--- config.mk ---
export PLATFORM = sky130hd
export DESIGN_NAME = dcpp_scale
export DESIGN_NICKNAME = d
export VERILOG_FILES = /design/src/sv/dcpp_pkg.sv /design/src/sv/dcpp_scale.sv
export SDC_FILE = /design/constraint.sdc
export NUM_CORES = 2
export LEC_CHECK = 0
export BUFFER_PORTS_ARGS = -buffer_cell sky130_fd_sc_hd__buf_2
export CORE_AREA = 8 8 374 376
export CTS_BUF_LIST = sky130_fd_sc_hd__clkbuf_2
export DETAILED_ROUTE_END_ITERATION = 8
export DIE_AREA = 0 0 382 384
export SETUP_SLACK_MARGIN = 0.15
export SLEW_MARGIN = 10
export SYNTH_ARGS = -nofsm -noshare
export SYNTH_HDL_FRONTEND = slang
export SYNTH_SLANG_ARGS = --single-unit
--- constraint.sdc ---
create_clock -name clk_i -period 1.6 [get_ports clk_i]
set_clock_uncertainty 0.15 [all_clocks]
set_input_delay 0.16 -clock clk_i [delete_from_list [all_inputs] [get_ports clk_i]]
set_output_delay 0.16 -clock clk_i [all_outputs]
set_load 0.02 [all_outputs]
--- src/sv/dcpp_pkg.sv ---
// Package for the drift circle pair point block: pipeline word, stage counts,
// saturation limits, register and status constants; used by every module.
package dcpp_pkg;

  localparam int unsigned RootSteps = 17;   // one result bit of the root per stage
  localparam int unsigned DivSteps  = 25;   // overflow bit plus 24 quotient bits
  localparam int unsigned TopBit    = 24;   // step that only detects overflow

  localparam logic [23:0] PtMax  = 24'h7FFFFF;
  localparam logic [23:0] PtMin  = 24'h800000;
  localparam logic [23:0] ErrMax = 24'hFFFFFF;

  localparam logic [15:0] UncertReset = 16'd64;

  // Byte address of the radius uncertainty register
  localparam logic [1:0] AddrUncert = 2'd0;

  localparam logic [1:0] StatusOk   = 2'd0;
  localparam logic [1:0] StatusZero = 2'd1;
  localparam logic [1:0] StatusSat  = 2'd2;

  // Word that travels down the pipeline; each stage works on its own part.
  typedef struct packed {
    logic        zero_d;   // combination denominator is zero
    logic        pt_zero;  // denominator of the point in use is zero
    logic        neg_x;
    logic        neg_y;
    logic [37:0] nx;       // point dividend / remainder
    logic [37:0] ny;
    logic [16:0] pd;       // point divisor magnitude
    logic [34:0] sq;       // radicand / root remainder
    logic [34:0] root;
    logic [36:0] ux;       // u * |dx|
    logic [36:0] uy;
    logic [54:0] ex;       // error dividend / remainder
    logic [54:0] ey;
    logic [33:0] d2;       // error divisor
    logic [23:0] qx;
    logic [23:0] qy;
    logic [23:0] qex;
    logic [23:0] qey;
    logic        ovx;
    logic        ovy;
    logic        ovex;
    logic        ovey;
  } item_t;

endpackage

--- src/sv/dcpp_scale.sv ---
// Scale stage: error dividend u*|d|*S plus half the divisor, registered.
// Depends on dcpp_pkg.
module dcpp_scale (
  input  logic            clk_i,
  input  logic            rst_ni,
  input  logic            en_i,
  input  logic            valid_i,
  input  dcpp_pkg::item_t item_i,
  output logic            valid_o,
  output dcpp_pkg::item_t item_o
);

  logic            valid_q;
  dcpp_pkg::item_t item_d, item_q;

  // Multiply by the root and add half of D^2 for round-to-nearest
  always_comb begin
    item_d    = item_i;
    item_d.ex = 55'(item_i.ux) * 55'(item_i.root[16:0]) + 55'(item_i.d2 >> 1);
    item_d.ey = 55'(item_i.uy) * 55'(item_i.root[16:0]) + 55'(item_i.d2 >> 1);
  end

  always_ff @(posedge clk_i or negedge rst_ni) begin
    if (!rst_ni) begin
      valid_q <= 1'b0;
    end else if (en_i) begin
      valid_q <= valid_i;
    end
  end

  always_ff @(posedge clk_i) begin
    if (en_i) begin
      item_q <= item_d;
    end
  end

  assign valid_o = valid_q;
  assign item_o  = item_q;

endmodule

==> run metrics <==
run status finished with violations; failing checks negative hold slack, negative setup slack; largest cells by area after synthesis fa_1 (39%), edfxtp_1 (26%), inv_1 (9.3%), nand2_1 (6.2%), ha_1 (6.0%); minimum hold slack -1.18 ns; layout cell share with drive strength beyond 1 31.6%; Mapped Nets 7367; Yosys top cell area share 39.4%; number of standard cells in the final layout excluding fillers 10182; HP Start item_i[318]; Pre-Repair DR Iteration Count 8; dominant cell type by area after synthesis fa_1; worst min path class primary input to flip-flop; yosys warns 0; mux share of post-synthesis cell area 0.0375%; Post-synth EDFFs 485; maximum clock frequency 194 MHz; Yosys reg bits 486; worst-case setup margin in the final layout -3.55 ns; overall global routing resource usage 29.1%; H-Tree Depth 4; antenna-violating nets left 0; area fraction in and, or, nand and nor cells after synthesis 12.3%; Final Slew Violations 0; relative slew slack 31.2%; Die W 382 um; drt via density 5.05; Util after Layout 65.9%; Worst setup startpoint item_i[319]; Setup CP Type primary input to flip-flop; arrival time of data at the critical path endpoint 6.23 ns; Skew-Pair Late Insertion Delay 1.42 ns; dominant register cell in the synthesized netlist edfxtp_1; HPWL reported at the end of detailed placement 152000 um; Std-Cell Core Area 0.134 mm^2; xor-xnor portion of the synthesized cell area 1.48%; area of placed instances 0.0699 mm^2; design area 0.0885 mm^2; combinational family with the most area after synthesis adder cells; Syn Std Cell Area 0.0568 mm^2; die height 384 um; Max Buffers Root-to-Sink 3; DRC viols 0; final number of hold-violating endpoints 9; clock tree from TritonCTS done; count of maximum capacitance violations 0; via count 51410; full die area 0.147 mm^2; number of nets in the layout 10158; initial core utilization 42.3%; Worst Max-Slew Pin Slew 1.03 ns; compound-cell area share of the yosys netlist 4.03%; Port Buffer Count 864; part of the Yosys area used for sequential elements 25.7%; Mapped Avg Cell Area 10.3 um^2; element type at the critical path start primary input; overall routed net length 229000 um; wire length of the first global-routing pass 326000 um; initial DRC count 3750; Synth Instances 5490; required time at the endpoint of the critical path 2.68 ns; cell with the largest stage delay on the worst path dlygate4sd3_1; placed cells 8615; clock root buffer clkbuf_2; CTS Buf Count 134; count of cell types in the netlist 74; antenna violations before repair 30; routed length per placed instance 22.5 um; peak per-stage delay on the critical path 0.63 ns; Synth-to-Final Area Change 55.8%; via count of the first global-routing pass 55180; adder and majority cell fraction of the synthesized area 45.4%; share of the cycle needed by the critical path after routing 322%; post-layout min period 5.15 ns; largest net degree at the start of global routing 56; endpoints failing setup 594; TritonCTS sink count 486; Critical Path End Type flip-flop; leftover overflow at the end of global routing 0; critical-path maximum fanout 8; fraction of synthesis flops using an asynchronous set or reset pin 0.206%; setup repair after global routing missed its margin yes; final estimated routing congestion in global placement 0.912; startpoint of the worst register-to-register path valid_o; floorplan row count 135; I/O pin total 975; clock slew at the register clock pins of the worst setup and hold paths 0.13 ns
[worst paths after layout]
kind / cells past startpoint / slack [ns] / endpoint
worst max register to register: 1 / 0.70 / valid_o
worst min register to register: 1 / 0.37 / valid_o
max in group asynchronous: 5 / 0.65 / valid_o
worst max-delay path: 25 / -3.55 / item_o[186]
worst min-delay path: 1 / -1.18 / item_o[318]
min in group asynchronous: 5 / 0.54 / valid_o
[worst max-delay path: cells and delay by family]
| kind | cells | cell delay [ns] |
|---|---|---|
| AOI/OAI and AO/OA | 6 | 1.65 |
| xor gates and xnor gates | 1 | 0.14 |
| adders and majority gates | 7 | 2.29 |
| buffers and inverters | 8 | 1.49 |
| and+or+nand+nor | 3 | 0.49 |
[per-layer routing]
| layer | global-route usage, % | part of all wire (%) |
|---|---|---|
| met2 | 49.8 | 49 |
| met1 | 34.6 | 36 |
| met3 | 6.74 | 8.4 |
| met5 | 0 | 0.035 |
| met4 | 14.1 | 6.0 |
[kinds of logic after synthesis]
logic type | after synthesis
buf+inv | 1675
compound gates | 332
simple gates | 1511
mux | 2
flops | 486
xor+xnor | 96
fa+ha+maj | 1388
[timing repair]
item | 4_1_cts | 5_1_grt
pin swaps | 174 | 247
cloned | 22 | 13
hold buffers | 1089 | 15
hold endpoints to repair | 884 | 24
buffers inserted | 96 | 82
setup endpoints to repair | 589 | 592
resized for setup | 381 | 699
[cells in the mapped netlist (all sizes together) (25+ instances only)]
library cell and n:
nand3 25, ha 272, xor2 45, clkbuf 265, xnor2 51, nor2 50, o21ai 53, and2 405
o21bai 25, fa 1116, nand2 936, edfxtp 485, a21o 74, inv 1401, a21oi 101, nand4 26
[sequential cells by signal (all words and copies together), names as in the netlist]
signal   count
item_o     485
valid_o      1
[through the flow]
stage | TNS (ns) | setup WS [ns]
CTS | -710.56 | -3.06
finish | -656.40 | -3.55
floorplan | -367.41 | -4.36
global route | -733.01 | -3.48
detailed placement | -438.58 | -5.34
global placement | -434.78 | -5.32
[final cells by class]
type / count / area (um^2)
Fill cell: 10062 / 45800
Multi-Input combinational cell: 3329 / 39000
Timing Repair Buffer: 2929 / 26000
Sequential cell: 486 / 14600
Inverter: 1401 / 5260
Tap cell: 1781 / 2230
Clock buffer: 182 / 911
Clock inverter: 49 / 375
Antenna cell: 25 / 62.6
[cells in the final DEF, fill, tap and decap left out, drive strengths merged, types with 17 or more instances in the layout]
cell type / n
xor2: 45
nand2: 936
xnor2: 51
a21oi: 101
ha: 272
buf: 1799
clkbuf: 208
o21ai: 53
a21o: 74
fa: 1116
nor2: 50
nand4: 26
a31oi: 17
clkinv: 36
nor3: 17
edfxtp: 485
o21bai: 25
and2: 405
inv: 1406
dlygate4sd3: 1089
diode: 25
nand3: 25
Power is not shown: default switching activity piles up to over one toggle a cycle in this logic, so the estimate is an artifact.
