## src/sv/dcpp_pkg.sv

```systemverilog
// Package for the drift circle pair point block: pipeline word, stage counts,
// saturation limits, register and status constants; used by every module.
package dcpp_pkg;

  localparam int unsigned RootSteps = 17;   // one result bit of the root per stage
  localparam int unsigned DivSteps  = 25;   // overflow bit plus 24 quotient bits
  localparam int unsigned TopBit    = 24;   // step that only detects overflow

  localparam logic [23:0] PtMax  = 24'h7FFFFF;
  localparam logic [23:0] PtMin  = 24'h800000;
  localparam logic [23:0] ErrMax = 24'hFFFFFF;

  localparam logic [15:0] UncertReset = 16'd64;

  // Byte address of the radius uncertainty register
  localparam logic [1:0] AddrUncert = 2'd0;

  localparam logic [1:0] StatusOk   = 2'd0;
  localparam logic [1:0] StatusZero = 2'd1;
  localparam logic [1:0] StatusSat  = 2'd2;

  // Word that travels down the pipeline; each stage works on its own part.
  typedef struct packed {
    logic        zero_d;   // combination denominator is zero
    logic        pt_zero;  // denominator of the point in use is zero
    logic        neg_x;
    logic        neg_y;
    logic [37:0] nx;       // point dividend / remainder
    logic [37:0] ny;
    logic [16:0] pd;       // point divisor magnitude
    logic [34:0] sq;       // radicand / root remainder
    logic [34:0] root;
    logic [36:0] ux;       // u * |dx|
    logic [36:0] uy;
    logic [54:0] ex;       // error dividend / remainder
    logic [54:0] ey;
    logic [33:0] d2;       // error divisor
    logic [23:0] qx;
    logic [23:0] qy;
    logic [23:0] qex;
    logic [23:0] qey;
    logic        ovx;
    logic        ovy;
    logic        ovex;
    logic        ovey;
  } item_t;

endpackage

```

## src/sv/dcpp_div_step.sv

```systemverilog
// One restoring-division step for the two points and the two errors.
// The top step only flags overflow. Depends on dcpp_pkg.
module dcpp_div_step (
  input  logic            clk_i,
  input  logic            rst_ni,
  input  logic            en_i,
  input  logic [4:0]      step_i,
  input  logic            valid_i,
  input  dcpp_pkg::item_t item_i,
  output logic            valid_o,
  output dcpp_pkg::item_t item_o
);

  logic            valid_q;
  dcpp_pkg::item_t item_d, item_q;
  logic [40:0]     pdiv;
  logic [57:0]     ediv;
  logic            gx, gy, gex, gey, top;

  always_comb begin
    item_d = item_i;
    pdiv   = 41'(item_i.pd) << step_i;
    ediv   = 58'(item_i.d2) << step_i;
    top    = (step_i == 5'(dcpp_pkg::TopBit));
    gx     = 41'(item_i.nx) >= pdiv;
    gy     = 41'(item_i.ny) >= pdiv;
    gex    = 58'(item_i.ex) >= ediv;
    gey    = 58'(item_i.ey) >= ediv;
    // subtract where the shifted divisor fits
    if (gx)  item_d.nx = 38'(41'(item_i.nx) - pdiv);
    if (gy)  item_d.ny = 38'(41'(item_i.ny) - pdiv);
    if (gex) item_d.ex = 55'(58'(item_i.ex) - ediv);
    if (gey) item_d.ey = 55'(58'(item_i.ey) - ediv);
    if (top) begin
      item_d.ovx  = gx;
      item_d.ovy  = gy;
      item_d.ovex = gex;
      item_d.ovey = gey;
    end else begin
      item_d.qx[step_i]  = gx;
      item_d.qy[step_i]  = gy;
      item_d.qex[step_i] = gex;
      item_d.qey[step_i] = gey;
    end
  end

  always_ff @(posedge clk_i or negedge rst_ni) begin
    if (!rst_ni) begin
      valid_q <= 1'b0;
    end else if (en_i) begin
      valid_q <= valid_i;
    end
  end

  always_ff @(posedge clk_i) begin
    if (en_i) begin
      item_q <= item_d;
    end
  end

  assign valid_o = valid_q;
  assign item_o  = item_q;

endmodule

```

## config.mk

```make
export PLATFORM = sky130hd
export DESIGN_NAME = dcpp_div_step
export DESIGN_NICKNAME = d
export VERILOG_FILES = /design/src/sv/dcpp_pkg.sv /design/src/sv/dcpp_div_step.sv
export SDC_FILE = /design/constraint.sdc
export NUM_CORES = 1
export LEC_CHECK = 0
export BUFFER_PORTS_ARGS = -buffer_cell sky130_fd_sc_hd__buf_2
export CORE_AREA = 2 2 384 386
export CTS_BUF_LIST = sky130_fd_sc_hd__clkbuf_8
export DETAILED_ROUTE_END_ITERATION = 12
export DIE_AREA = 0 0 386 388
export PLACE_DENSITY = 0.4
export SLEW_MARGIN = 40
export SYNTH_ARGS = -nofsm -noshare
export SYNTH_HDL_FRONTEND = slang
export SYNTH_SLANG_ARGS = --single-unit
```

## constraint.sdc

```tcl
create_clock -name clk_i -period 1 [get_ports clk_i]
set_input_delay 0.2 -clock clk_i [delete_from_list [all_inputs] [get_ports clk_i]]
set_output_delay 0.2 -clock clk_i [all_outputs]
set_load 0.03 [all_outputs]
```

==> results.md <==
- Slew Limit Fails: 0
- Most frequent cells in the layout: buf_4, buf_2, dlygate4sd3_1
- Reg2Reg Setup Slack: 0.27 ns
- Clk_skew: 0 ns
- Hold EP: item_o[190]
- PD cells: 1560 nW/µm²
- Hold wc startpoint: item_i[190]
- GRT overflow: 0
- DRT Wirelength: 199 mm
- WP data required: 1.54 ns
- Drt first-iter violations: 2,153
- Compound-Gate Fraction of Synth Area: 19.2%
- Cell Area, Synth: 31,000 µm²
- Worst Hold Depth: 3
- CP Capture Type: flop
- Via count: 36,200
- VDD IR max: 0.000915 V
- Critical R2R Capture: valid_o
- # nets final: 6,468
- Clk buf depth: 3
- Io pins: 980
- Post-synth EDFFs: 485
- Unrepaired setup endpoints after global routing: yes
- I/O Buffers: 979
- Ys async rst share: 0.206%
- Synth warnings: 0
- Die Ht: 388 µm
- Synth Area in Simple Gates: 13.5%
- Total power: 0.0914 W
- Max cap viols: 0
- Hold_ws: -0.0658 ns
- GR peak layer: met2
- Yosys reg bits: 486
- Post-Synth XOR/XNOR Area: 4.61%
- Leak: 26.0 nW
- GRT Util Overall: 25.7%
- TritonCTS clock tree: done
- Slew @ Worst Pin: 0.636 ns
- Syn Inst Count: 3,089
- Initial DRT Pass Iterations: 5
- TritonCTS Sinks: 486
- Die X: 386 µm
- Mux contribution to synthesized area: 4.93%
- GR Util met1: 29.3%
- Clk slew on worst S/H paths: 0.06 ns
- Main synth FF type: edfxtp_1
- Routed wire per std cell: 25.5 µm
- Most used cell, CP: buf_12
- Root Driver: clkbuf_8
- Design Area, Final: 58,700 µm²
- Final setup viols: 776
- Die Area: 150,000 µm²
- Vias in the first global route: 37,200
- First-pass GRT wire length: 272 mm
- Max Fclk: 257 MHz
- Post-synthesis net count: 3,773
- Hold Buf Count CTS: 528
- Period utilization: 389%
- CP peak stage delay: 0.37 ns
- Register area share after synthesis: 47.1%
- Post-Place Setup Slack: -4.66 ns
- Failing checks: hold timing, setup timing
- Startpoint types: input port
- Commonest non-fill, non-tap cell in the layout: buf_4
- Synth Area in Adders: 7.77%
- PnR worst setup slack: -2.89 ns
- Status: finished, violations left
- Worst setup path class: input port to flop
- CP Buf/Inv Count: 7
- DRC viols: 0
- Initial Util: 21.3%
- Post-place instance area: 46,900 µm²
- Num CTS Buffers: 93
- Met3 usage: 4.73%
- Hold Fails Final Rpt: 2
- Clk_lat worst skew: 0.80 ns
- Synthesis-to-layout area growth: 89.6%
- Initial antenna violation count: 53
- Min-delay worst type: input port to flop
- Largest net degree at the start of global routing: 35
- RePlAce Congestion: 0.950
- Crit path max-delay cell type: o41ai_4
- Largest family of logic cells by synthesized area: compound AO/OA/AOI/OAI gates
- Min Tclk post-route: 3.89 ns
- Critical Path AT: 4.43 ns
- FP Rows: 140
- Critical Path Fanout Max: 6
- Worst-path cell chain: buf_12, buf_12, buf_6, buf_8, nand2_2, o21ai_2, mux2_4, mux2_4, nor2_4, a21oi_1, buf_4, ha_4, nand4_1, nor3_4, nand3_2, a31oi_4, nor3b_4, o41ai_4, a41o_1, a21oi_4, buf_12, buf_16, a22o_1
- Worst R2R Path Depth: 1
- Total Neg Setup Slack: -1072.67 ns
- Vias per inst: 4.64
- Fraction of layout cells with a size suffix above 1: 49.1%
- CP delay by family, top: compound AO/OA/AOI/OAI gates
- Post-DP HPWL: 158 mm
- Slew headroom: 57.4%
- Netlist cell types: 99
- Met2 usage: 45.2%
- Syn Area/Cell: 10.0 µm²
- Worst r2r src: valid_o
- Antenna Nets Post-Route: 0
- Core area: 145,000 µm²
- H-tree depth: 3
cell type report:
class / count / area, µm²
fill: 14600 / 86500
clock inverter: 73 / 648
clock buffer: 93 / 1280
antenna: 25 / 62.6
tap: 1917 / 2400
multi-input combinational: 2396 / 18200
sequential: 486 / 14600
timing repair buffer: 2744 / 21300
inverter: 63 / 236
Yosys cell counts (51+ instances only):
cell type,instances,share of area [%]
a21o_1,89,2.2
a21oi_1,242,3.9
clkbuf_1,93,1.1
edfxtp_1,485,47
ha_1,186,7.5
inv_1,62,0.75
mux2i_1,51,1.6
nand2_1,501,6.1
nand3_1,53,0.86
nor2_1,179,2.2
o21ai_0,381,6.2
xnor2_1,83,2.3
xor2_1,80,2.3
routing by layer:
metal / share of wire, % / up-vias / wire [µm]
met5: 0.058 / - / 115
met4: 5.7 / 20 / 11400
met3: 6.2 / 299 / 12400
met2: 49 / 1251 / 98600
met1: 39 / 17600 / 76800
li1: - / 17100 / -
logic make-up (layout without fill, tap and decap cells):
family                     Yosys count  in the layout
and+or+nand+nor                    948            948
buffers and inverters              207           2973
other                                0             25
AOI/OAI and AO/OA                  981            981
DFF                                486            486
xor gates and xnor gates           163            163
muxes                              114            114
adders and majority gates          190            190
flip-flops by register name (all words and copies together), names as in the netlist:
| name | cells |
|---|---|
| item_o | 485 |
| valid_o | 1 |
stage by stage:
stage               util, %  hold WS [ns]  cells
global placement       32.3       -0.0249   6966
floorplan                 -       -0.0956   3089
CTS                    39.8        -0.158   7749
finish                 40.4       -0.0658   7797
global route           40.4       -0.0851   7790
detailed placement     32.3       -0.0215   6966
where the power goes:
group          total, W  internal [W]  switching [W]  leakage (nW)
clock network    0.0216        0.0112         0.0104          1.05
registers        0.0267        0.0255        0.00115          4.75
logic            0.0431        0.0192         0.0239          20.2
worst max-delay path by stage:
| stage | from | end | slack (ns) | depth (start not counted) |
|---|---|---|---|---|
| after floorplan | step_i[0] | item_o[135] | -3.31 | 23 |
| after global placement | step_i[0] | item_o[30] | -4.68 | 22 |
| after detailed placement | step_i[0] | item_o[30] | -4.66 | 22 |
| after CTS | step_i[1] | item_o[66] | -2.94 | 21 |
| after global routing | step_i[1] | item_o[46] | -2.97 | 25 |
| final | step_i[1] | item_o[243] | -2.89 | 23 |
what timing repair did:
| action | CTS | global route |
|---|---|---|
| endpoints found under the hold margin | 566 | 2 |
| gates resized for setup | 634 | 177 |
| buffers inserted | 99 | 26 |
| endpoints found under the setup margin | 772 | 783 |
| pin swaps | 108 | 77 |
| cloned | 24 | 3 |
Note: power is estimated with default switching activity, not from simulation.
