### src/sv/dcpp_pkg.sv
// Package for the drift circle pair point block: pipeline word, stage counts,
// saturation limits, register and status constants; used by every module.
package dcpp_pkg;

  localparam int unsigned RootSteps = 17;   // one result bit of the root per stage
  localparam int unsigned DivSteps  = 25;   // overflow bit plus 24 quotient bits
  localparam int unsigned TopBit    = 24;   // step that only detects overflow

  localparam logic [23:0] PtMax  = 24'h7FFFFF;
  localparam logic [23:0] PtMin  = 24'h800000;
  localparam logic [23:0] ErrMax = 24'hFFFFFF;

  localparam logic [15:0] UncertReset = 16'd64;

  // Byte address of the radius uncertainty register
  localparam logic [1:0] AddrUncert = 2'd0;

  localparam logic [1:0] StatusOk   = 2'd0;
  localparam logic [1:0] StatusZero = 2'd1;
  localparam logic [1:0] StatusSat  = 2'd2;

  // Word that travels down the pipeline; each stage works on its own part.
  typedef struct packed {
    logic        zero_d;   // combination denominator is zero
    logic        pt_zero;  // denominator of the point in use is zero
    logic        neg_x;
    logic        neg_y;
    logic [37:0] nx;       // point dividend / remainder
    logic [37:0] ny;
    logic [16:0] pd;       // point divisor magnitude
    logic [34:0] sq;       // radicand / root remainder
    logic [34:0] root;
    logic [36:0] ux;       // u * |dx|
    logic [36:0] uy;
    logic [54:0] ex;       // error dividend / remainder
    logic [54:0] ey;
    logic [33:0] d2;       // error divisor
    logic [23:0] qx;
    logic [23:0] qy;
    logic [23:0] qex;
    logic [23:0] qey;
    logic        ovx;
    logic        ovy;
    logic        ovex;
    logic        ovey;
  } item_t;

endpackage

### src/sv/dcpp_root_step.sv
// One digit step of the integer square root of t1^2 + t2^2, registered.
// Depends on dcpp_pkg.
module dcpp_root_step (
  input  logic            clk_i,
  input  logic            rst_ni,
  input  logic            en_i,
  input  logic [4:0]      step_i,
  input  logic            valid_i,
  input  dcpp_pkg::item_t item_i,
  output logic            valid_o,
  output dcpp_pkg::item_t item_o
);

  logic            valid_q;
  dcpp_pkg::item_t item_d, item_q;
  logic [34:0]     bit_w, trial;

  // Try the next root bit and keep it where the remainder allows
  always_comb begin
    item_d = item_i;
    bit_w  = 35'd1 << {step_i, 1'b0};
    trial  = item_i.root + bit_w;
    if (item_i.sq >= trial) begin
      item_d.sq   = item_i.sq - trial;
      item_d.root = (item_i.root >> 1) + bit_w;
    end else begin
      item_d.root = item_i.root >> 1;
    end
  end

  always_ff @(posedge clk_i or negedge rst_ni) begin
    if (!rst_ni) begin
      valid_q <= 1'b0;
    end else if (en_i) begin
      valid_q <= valid_i;
    end
  end

  always_ff @(posedge clk_i) begin
    if (en_i) begin
      item_q <= item_d;
    end
  end

  assign valid_o = valid_q;
  assign item_o  = item_q;

endmodule

### config.mk
export PLATFORM = sky130hd
export DESIGN_NAME = dcpp_root_step
export DESIGN_NICKNAME = d
export VERILOG_FILES = /design/src/sv/dcpp_pkg.sv /design/src/sv/dcpp_root_step.sv
export SDC_FILE = /design/constraint.sdc
export NUM_CORES = 1
export LEC_CHECK = 0
export BUFFER_PORTS_ARGS = -buffer_cell sky130_fd_sc_hd__buf_2
export CORE_AREA = 2 2 384 386
export CTS_CLUSTER_DIAMETER = 100
export DETAILED_ROUTE_END_ITERATION = 16
export DIE_AREA = 0 0 386 388
export SLEW_MARGIN = 20
export SYNTH_ARGS = -nofsm -noshare
export SYNTH_HDL_FRONTEND = slang
export SYNTH_SLANG_ARGS = --single-unit
### constraint.sdc
create_clock -name clk_i -period 2.1 [get_ports clk_i]
set_input_delay 0.21 -clock clk_i [delete_from_list [all_inputs] [get_ports clk_i]]
set_output_delay 0.21 -clock clk_i [all_outputs]
set_load 0.01 [all_outputs]
==> results of run 1 <==
state kept, by name (all words and copies together) (netlist names):
register and count:
item_o 485, valid_o 1
worst max-delay path, stage by stage:
cell and delay (ns):
buf_8 0.10, or3_4 0.45, nor3_4 0.16, ha_2 0.22, ha_4 0.16, nor2_4 0.04
o31ai_4 0.19, a31oi_1 0.13, o21ai_2 0.19, a31o_2 0.21, a31oi_2 0.10, nor2_1 0.10
o21ai_1 0.08, xor2_1 0.16, ha_2 0.32, a21oi_2 0.15, o21ai_2 0.08, a21o_1 0.17
and3b_2 0.22, a311oi_4 0.31, and3b_2 0.27, o21ai_4 0.08, o21ai_4 0.18, buf_12 0.17
buf_12 0.11, buf_16 0.14, mux2_4 0.30
cell type report:
cell class	instances	share of cell area, %
Clock buffer	80	4.63
Antenna cell	41	0.275
Tap cell	1917	6.43
Clock inverter	38	1.10
Multi-Input combinational cell	667	14.7
Timing Repair Buffer	1799	33.5
Sequential cell	486	39.1
Inverter	21	0.211
layout by cell type (no fill, tap or decap), drive strengths merged, types with 24 or more instances in the layout:
cell type    instances
buf               1329
edfxtp             485
dlygate4sd3        470
clkbuf              80
ha                  69
nand2               67
xnor2               64
nor2                63
a21oi               52
mux2                50
o21ai               42
diode               41
xor2                29
a31oi               29
inv                 29
clkinv              24
cells in the mapped netlist (3+ instances only):
| cell | n | area (µm²) |
|---|---|---|
| a211oi_1 | 4 | 30.0 |
| a21o_1 | 11 | 82.6 |
| a21oi_1 | 50 | 250 |
| a31o_2 | 9 | 78.8 |
| a31oi_1 | 29 | 181 |
| and2_1 | 3 | 18.8 |
| and3_1 | 11 | 68.8 |
| and4_1 | 5 | 43.8 |
| buf_2 | 4 | 20.0 |
| buf_6 | 4 | 45.0 |
| clkbuf_1 | 6 | 22.5 |
| edfxtp_1 | 485 | 14600 |
| ha_1 | 69 | 863 |
| inv_1 | 21 | 78.8 |
| mux2_1 | 46 | 518 |
| mux2_2 | 4 | 45.0 |
| mux2i_1 | 3 | 30.0 |
| nand2_1 | 67 | 251 |
| nand2b_1 | 4 | 25.0 |
| nand3_1 | 18 | 90.1 |
| nand4_1 | 8 | 50.1 |
| nor2_1 | 62 | 233 |
| nor2b_1 | 17 | 106 |
| nor3_1 | 13 | 65.1 |
| nor4b_1 | 4 | 35.0 |
| o211ai_1 | 17 | 128 |
| o21a_1 | 5 | 37.5 |
| o21ai_0 | 34 | 170 |
| o21ai_1 | 4 | 20.0 |
| o21ai_2 | 3 | 26.3 |
| o21bai_1 | 12 | 90.1 |
| o221ai_1 | 8 | 70.1 |
| o31ai_2 | 4 | 50.1 |
| or3_1 | 3 | 18.8 |
| xnor2_1 | 64 | 561 |
| xor2_1 | 29 | 254 |
logic make-up after synthesis:
kind of cell               after synthesis  share of synthesized area, %
buffers and inverters                   39                         0.965
adders and majority gates               72                          4.59
muxes                                   53                          3.01
xor gates and xnor gates                93                          4.13
AOI/OAI and AO/OA                      220                          7.65
and+or+nand+nor                        229                          5.65
DFF                                    486                          74.0
layer usage:
layer | track usage, % | vias to the layer above | wire [µm]
li1 | - | 8424 | -
met1 | 21.2 | 9357 | 55000
met2 | 27.8 | 1082 | 61800
met3 | 7.41 | 221 | 15300
met4 | 5.50 | 24 | 5100
met5 | 0 | - | 151
per-stage QoR:
step / setup WS (ns) / cells
after global placement: -3.28 / 4393
after CTS: -2.30 / 5005
after detailed placement: -3.33 / 4393
final: -2.50 / 5049
after floorplan: -2.74 / 1192
after global routing: -2.59 / 5026
where the power goes:
part | internal [W] | switching (W) | total [W]
Sequential | 0.0116 | 0.000338 | 0.0120
Clock | 0.00656 | 0.00482 | 0.0114
Combinational | 0.00272 | 0.00317 | 0.00589
final timing paths:
kind                             startpoint          end  slack [ns]  cells past startpoint
worst max-delay path              step_i[3]  item_o[356]       -2.50                     27
worst min-delay path            item_i[341]  item_o[340]        0.08                      3
worst max register to register      valid_o      valid_o        1.32                      1
worst min register to register      valid_o      valid_o        0.55                      1
max in group asynchronous            rst_ni      valid_o        1.56                      3
min in group asynchronous            rst_ni      valid_o        0.44                      3
what timing repair did:
action | 4_1_cts | 5_1_grt
pin swaps | 41 | 11
buffers inserted | 24 | 4
hold endpoints to repair | 473 | 0
resized for setup | 90 | 11
hold buffers | 470 | 0
setup endpoints to repair | 70 | 70
gates cloned | 2 | 0
==> impl_results.md, run 1 <==
* Status: complete, but fails checks
* Failing checks: negative setup slack
* CP Launch Type: primary input
* Top_reg_cell synth: edfxtp_1
* Net count, final at 3605
* CP Data Required Time at 2.49 ns
* DRT Pass-1 Iters at 5
* Crit path max fanout at 7
* Vias at 19.1k
* Die width at ~390 µm
* WHS at between 0.07 and 0.08 ns
* I/O Buffers at slightly below 1k
* Post-route cell area at roughly 37000 µm²
* Tot Pwr at between 0.02 and 0.03 W
* Initial DRC count at approximately 1.3k
* Syn_nets at 1756
* Layout area overhead at 89.1%
* Initial antenna violation count at a little under 100
* Post-synth EDFFs at about 490
* Total gr overflow at 0
* GPL Wtd Cong at between 0.9 and 1
* Yosys warnings at 0
* Io pins at 980
* # H-tree levels at 3
* Max-Cap Viols at 0
* Synthesized instance count at around 1.2k
* CP Capture Type: flop
* Chip height at between 300 and 400 µm
* Final ANT Viol Nets at 0
* Pleak at around 16 nW
* Worst min-delay path category: in -> reg
* Via-per-instance ratio at 3.78
* First-pass GRT wire length at around 170 mm
* Multi-input gate area at 5500 µm²
* Kind of critical path: in -> reg
* Synthesized cell area at ~20000 µm²
* # clock sinks at approximately 490
* Root Driver: clkbuf_16
* Layout Skew at 0 ns
* Placement row count at 140
* Final period utilization at 219%
* WL final at ~140 mm
* Pwr dens at 785 nW/µm²
* Total GRT Usage at approximately 17%
* Synth Register Bits at 486
* Yosys cell types at 75
* Layout cells sized above 1 at between 50% and 60%
* CTS tree: built
* Critical Path AT at 5.00 ns
* Slew headroom at approximately 70%
* Num CTS Buffers at 66
* Initial Util at 13.6%
* Slew at the pin closest to its max-slew limit at 0.446 ns
* Post-DP HPWL at between 100 and 150 mm
* DP Area at about 30000 µm²
* RSZ-0062 raised after global routing: true
* Core area at roughly 150000 µm²
* Fraction of registers with async set/reset at less than 1%
* Seq/Total Area, Yosys at approximately 74%
* TNS Setup at -166.22 ns
* Fin. max-slew vios at 0
* Max Freq at approximately 0.22 GHz
* Clock Path Buffers at 3
* Avg Inst Size Synth at approximately 17 µm²
* Die ar. at between 100000 and 150000 µm²
* Final setup vio count at 70
* Post-layout min period at between 4 and 5 ns
* Filler instances at roughly 15k
* Skew-Pair Late Insertion Delay at between 0.6 and 0.7 ns
* Vias in the first global route at 19.2k
* Reg area at 14600 µm²
* Peak supply drop at 0.000558 V
* Final hold viol count at 0
* Routed len/inst at about 27 µm
* # DRC at 0
* Final setup margin at -2.50 ns
* Final core utilization at about 26%
* CTS clk-pin slew, worst paths at about 0.05 ns
* Largest net degree at the start of global routing at 56
(Power assumes the default switching activity.)
==> inputs of run 2 (changes only) <==
- CELL_PAD_IN_SITES_DETAIL_PLACEMENT: not set -> 1
- CELL_PAD_IN_SITES_GLOBAL_PLACEMENT: not set -> 2
- CORE_AREA: 2 2 384 386 -> 2 2 386 388
- DIE_AREA: 0 0 386 388 -> 0 0 388 390
- PLACE_DENSITY_LB_ADDON: not set -> 0.1
==> run 2 against run 1 <==
Net effect:
- the flow still finishes with violations (negative setup slack)
- setup slack lost 0.095 ns
- sequential power is essentially flat
- core utilization is essentially flat
- clock-buffer cell count grew 7
- clock power grew 4%
- worst hold slack lost 0.011 ns
- wire length shrank 7.0%
- global-route usage shrank 1.0 points
- flip-flop and latch count is the same
- combinational power is essentially flat
- critical endpoint is now item_o[364]
==> impl_results.md, run 2 (synthesized netlist as in run 1, its figures left out) <==
* Total gr overflow at 0
* Chip height at 390 µm
* Status: complete, but fails checks
* Final hold viol count at 0
* Slew at the pin closest to its max-slew limit at approximately 0.54 ns
* Via-per-instance ratio at roughly 3.6
* Max reg flops at roughly 490
* Placed Instances at 4437
* CTS clk-pin slew, worst paths at around 0.060 ns
* Routed len/inst at about 25 µm
* Slew headroom at a little under two thirds
* Crit path max fanout at 6
* Num CTS Buffers at 70
* Initial Util at between 10 and 15%
* # clock sinks at ~490
* Initial antenna violation count at 92
* First-pass GRT wire length at ~170 mm
* Vias in the first global route at between 20k and 25k
* Psw at 0.00817 W
* Skew-Pair Late Insertion Delay at 0.64 ns
* Final ANT Viol Nets at 0
* Clk network pwr share at 39.7%
* Pleak at between 15 and 20 nW
* # H-tree levels at 3
* Net count, final at approximately 3.6k
* CP Buf/Inv Count at 6
* I/O Buffers at around 980
* Io pins at slightly below 1k
* Critical Path AT at around 5.1 ns
* Worst min-delay path category: in -> reg
* Fin. max-slew vios at 0
* Vias at 18.5k
* Final setup margin at -2.60 ns
* Filler instances at 16.5k
* Max-Cap Viols at 0
* Final period utilization at 224%
* Die width at about 390 µm
* Final setup vio count at 70
* Pwr dens at approximately 780 nW/µm²
* Largest net degree at the start of global routing at between 50 and 60
* Slowest stage delay, CP at between 0.4 and 0.5 ns
* Placement row count at roughly 140
* Crit-path leading delay family: compound AO/OA/AOI/OAI gates
* DRT Pass-1 Iters at 4
* RSZ-0062 raised after global routing: true
* Failing checks: negative setup slack
* Seq pwr share at about two fifths
* P_int at 0.0214 W
* Clock Path Buffers at 3
* Peak supply drop at roughly 0.00052 V
* CP Capture Type: flop
* Post-DP HPWL at approximately 110 mm
* DP Worst Slack at -3.70 ns
* Layout cells sized above 1 at between 50% and 60%
* Root Driver: clkbuf_16
* Comb pwr share at roughly 20%
* Die ar. at approximately 150000 µm²
* Max Freq at ~0.21 GHz
* WHS at about 0.066 ns
* CTS tree: built
* Post-route cell area at 37800 µm²
* Critical Path Slowest Stage Cell: or3_4
* Reg area at between 10000 and 15000 µm²
* Commonest non-fill, non-tap cell in the layout: buf_2
* Kind of critical path: in -> reg
* Sw frac at between 20 and 30%
* WL final at roughly 130 mm
* Multi-input gate area at 5590 µm²
* CP Data Required Time at 2.49 ns
* Post-layout min period at 4.70 ns
* Layout Skew at 0 ns
* GPL Wtd Cong at a little over 0.8
* DP Area at about 30000 µm²
* Layout Cells excl Fill at 5088
* Initial DRC count at around 770
* Layout area overhead at 91.7%
* CP Launch Type: primary input
* Core area at between 100000 and 150000 µm²
* Most frequent cells in the layout: 976 x buf_2, 485 x edfxtp_1, 464 x dlygate4sd3_1, 364 x buf_4, 72 x clkbuf_16
* # DRC at 0
* Total GRT Usage at ~16%
==> run 2: cell count changes in the layout (fill, tap and decap cells not counted), sizes merged <==
| cell | before | now |
|---|---|---|
| clkbuf | 80 | 89 |
| buf | 1329 | 1369 |
| clkinv | 24 | 25 |
| clkinvlp | 1 | 2 |
| inv | 29 | 26 |
| diode | 41 | 24 |
| bufinv | 5 | 6 |
| dlygate4sd3 | 470 | 464 |
==> run 2: final cells by class <==
class	count	share of cell area, %
clock inverter	38	1.10
sequential	486	38.6
tap	1930	6.39
antenna	24	0.159
clock buffer	87	4.80
multi-input combinational	667	14.8
timing repair buffer	1835	34.0
inverter	21	0.209
==> run 2: per-stage QoR <==
step           utilization [%]  total power [W]  setup TNS, ns
2_1_floorplan                -           0.0137        -186.32
3_3_place_gp              20.3           0.0170        -249.15
3_5_place_dp              20.3           0.0170        -251.73
4_1_cts                   25.5           0.0303        -174.80
5_1_grt                   25.7           0.0309        -196.07
6_report                  25.7           0.0296        -176.38
==> run 2: routing by layer <==
layer	share of wire [%]	wire length, µm	track usage (%)	vias to the layer above
met2	49	62800	28.2	716
met5	0.16	207	0	-
met3	7.2	9250	4.91	199
met4	3.5	4440	6.18	36
met1	40	51000	19.2	9029
li1	-	-	-	8483
==> run 2: power groups by stage <==
stage	clock (W)	sequential [W]	combinational [W]
after floorplan	0	0.0125	0.00119
after global placement	0	0.0121	0.00482
after detailed placement	0	0.0121	0.00485
after CTS	0.0123	0.0119	0.00602
after global routing	0.0126	0.0120	0.00635
final	0.0118	0.0119	0.00591
==> run 2: what timing repair did <==
action / CTS / global route
setup endpoints to repair: 70 / 70
pin swaps: 32 / 12
buffers inserted: 32 / 4
hold buffers: 464 / 0
resized for setup: 83 / 30
hold endpoints to repair: 463 / 0
cloned: 3 / 2
==> run 2: worst paths after layout <==
path / startpoint / to / slack [ns] / depth (start not counted)
max: step_i[3] / item_o[364] / -2.60 / 29
min: item_i[323] / item_o[322] / 0.07 / 3
max reg2reg: valid_o / valid_o / 1.35 / 1
min reg2reg: valid_o / valid_o / 0.53 / 1
max in group asynchronous: rst_ni / valid_o / 1.56 / 3
min in group asynchronous: rst_ni / valid_o / 0.44 / 3
==> inputs of run 3 (changes only) <==
- HOLD_SLACK_MARGIN: not set -> 0.15
==> run 3 against run 2 <==
Net effect:
- the run still ends with negative setup slack left
- wire length up 0.23%
- power up 0.15%
- flip-flop and latch count unchanged
- clock skew unchanged
- sequential power about the same
- non-clock buffer count up 25
- first-iteration DRC count down 1.4%
- critical path depth down 1
- largest power group unchanged
- highest routed layer unchanged
==> impl_results.md, run 3 (synthesized netlist as in run 1, its figures left out) <==
* Largest net degree at the start of global routing at 55
* Final core utilization at around 26%
* Io pins at 980
* Post-DP HPWL at around 110 mm
* Critical Path Slowest Stage Cell: or3_4
* CP Data Required Time at around 2.5 ns
* Crit-path leading delay family: compound AO/OA/AOI/OAI gates
* Vias in the first global route at around 20k
* CTS clk-pin slew, worst paths at approximately 0.060 ns
* Final hold viol count at 0
* RSZ-0062 raised after global routing: true
* WL final at approximately 130 mm
* # H-tree levels at 3
* GPL Wtd Cong at 0.805
* CP Buf/Inv Count at 6
* WHS at ~0.084 ns
* Commonest non-fill, non-tap cell in the layout: buf_2
* Die width at roughly 390 µm
* Root Driver: clkbuf_16
* Clock Path Buffers at 3
* Hold Path Depth at 3
* Core area at approximately 150000 µm²
* Initial Util at a little over an eighth
* Net count, final at about 3.7k
* First-pass GRT wire length at 171 mm
* Pleak at roughly 16 nW
* Layout cells sized above 1 at 50.5%
* Worst min-delay path category: in -> reg
* Hold Buf Count CTS at a little under 500
* Pwr dens at slightly below 800 nW/µm²
* Levels on crit path at 28
* Layout area overhead at 93.0%
* # DRC at 0
* CP Capture Type: flop
* Post-layout min period at around 4.7 ns
* Slew at the pin closest to its max-slew limit at around 0.54 ns
* Total gr overflow at 0
* Chip height at approximately 390 µm
* Fin. max-slew vios at 0
* Cell count of the worst reg-to-reg path at 2
* Status: complete, but fails checks
* Critical Path AT at ~5.1 ns
* Num CTS Buffers at 70
* Max reg flops at 485
* Die ar. at ~150000 µm²
* Slew headroom at 63.4%
* Crit path max fanout at 6
* Slowest stage delay, CP at ~0.44 ns
* Failing checks: negative setup slack
* I/O Buffers at 979
* Kind of critical path: in -> reg
* Layout Cells excl Fill at roughly 5.1k
* Placement row count at between 100 and 150
* Vias at roughly 19k
* Final ANT Viol Nets at 0
* Max-Cap Viols at 0
* CTS tree: built
* Initial DRC count at roughly 760
* Total GRT Usage at approximately 16%
* Peak supply drop at between 0.0005 and 0.0006 V
* Layout Skew at 0 ns
* Tot Pwr at between 0.02 and 0.03 W
* Routed len/inst at around 25 µm
* Final setup vio count at 70
* Placed Instances at between 4k and 5k
* Initial antenna violation count at between 90 and 100
* Skew-Pair Late Insertion Delay at approximately 0.64 ns
* Via-per-instance ratio at ~3.6
* DRT Pass-1 Iters at 4
* Most frequent cells in the layout: 976 x buf_2, 489 x dlygate4sd3_1, 485 x edfxtp_1, 364 x buf_4, 72 x clkbuf_16
* Max Freq at approximately 0.21 GHz
* Final period utilization at 224%
* Final setup margin at -2.60 ns
* # clock sinks at between 400 and 500
* CP Launch Type: primary input
-- run 3: per-stage QoR --
stage | setup TNS [ns] | area, µm² | worst slack [ns]
6_report | -176.08 | 38000 | -2.60
5_1_grt | -196.04 | 38000 | -2.89
4_1_cts | -174.80 | 37800 | -2.56
3_5_place_dp | -251.73 | 29900 | -3.70
3_3_place_gp | -249.15 | 29900 | -3.65
2_1_floorplan | -186.32 | 19900 | -2.74
-- run 3: cell type report --
cell class	count	area, µm²
fillers	16500	109000
flip-flops and latches	486	14600
repair buffers	1860	13100
multi-input cells	667	5580
well taps	1930	2410
clock buffers	87	1820
clock inverters	38	415
inverters	21	78.8
diodes	25	62.6
-- run 3: per-layer routing --
layer	GRT usage (%)	vias to the layer above	part of all wire, %
met5	0	-	0.17
li1	-	8536	-
met3	4.88	198	7.2
met1	19.3	9066	40
met4	6.03	38	3.3
met2	28.4	699	49
-- run 3: path summary, 6_finish.rpt --
kind	start	slack, ns	to
worst max-delay path	step_i[3]	-2.60	item_o[364]
worst min-delay path	item_i[354]	0.08	item_o[354]
worst max register to register	valid_o	0.78	valid_o
worst min register to register	valid_o	1.08	valid_o
max in group asynchronous	rst_ni	1.55	valid_o
min in group asynchronous	rst_ni	0.44	valid_o
-- run 3: tightest hold or removal path, cell delays in order --
cell and delay, ns:
buf_2 0.11, fa_1 0.17, mux2_4 0.14
-- run 3: where the power goes --
group	internal, W	switching, W
clock network	0.00693	0.00484
logic	0.00288	0.00306
registers	0.0116	0.000284
total	0.0215	0.00818
-- run 3: what timing repair did --
item                                   4_1_cts  5_1_grt
cloned                                       3        2
setup endpoints to repair                   70       70
buffers inserted                            32        4
gates resized for setup                     83       29
endpoints found under the hold margin      548        1
pin swaps                                   32       12
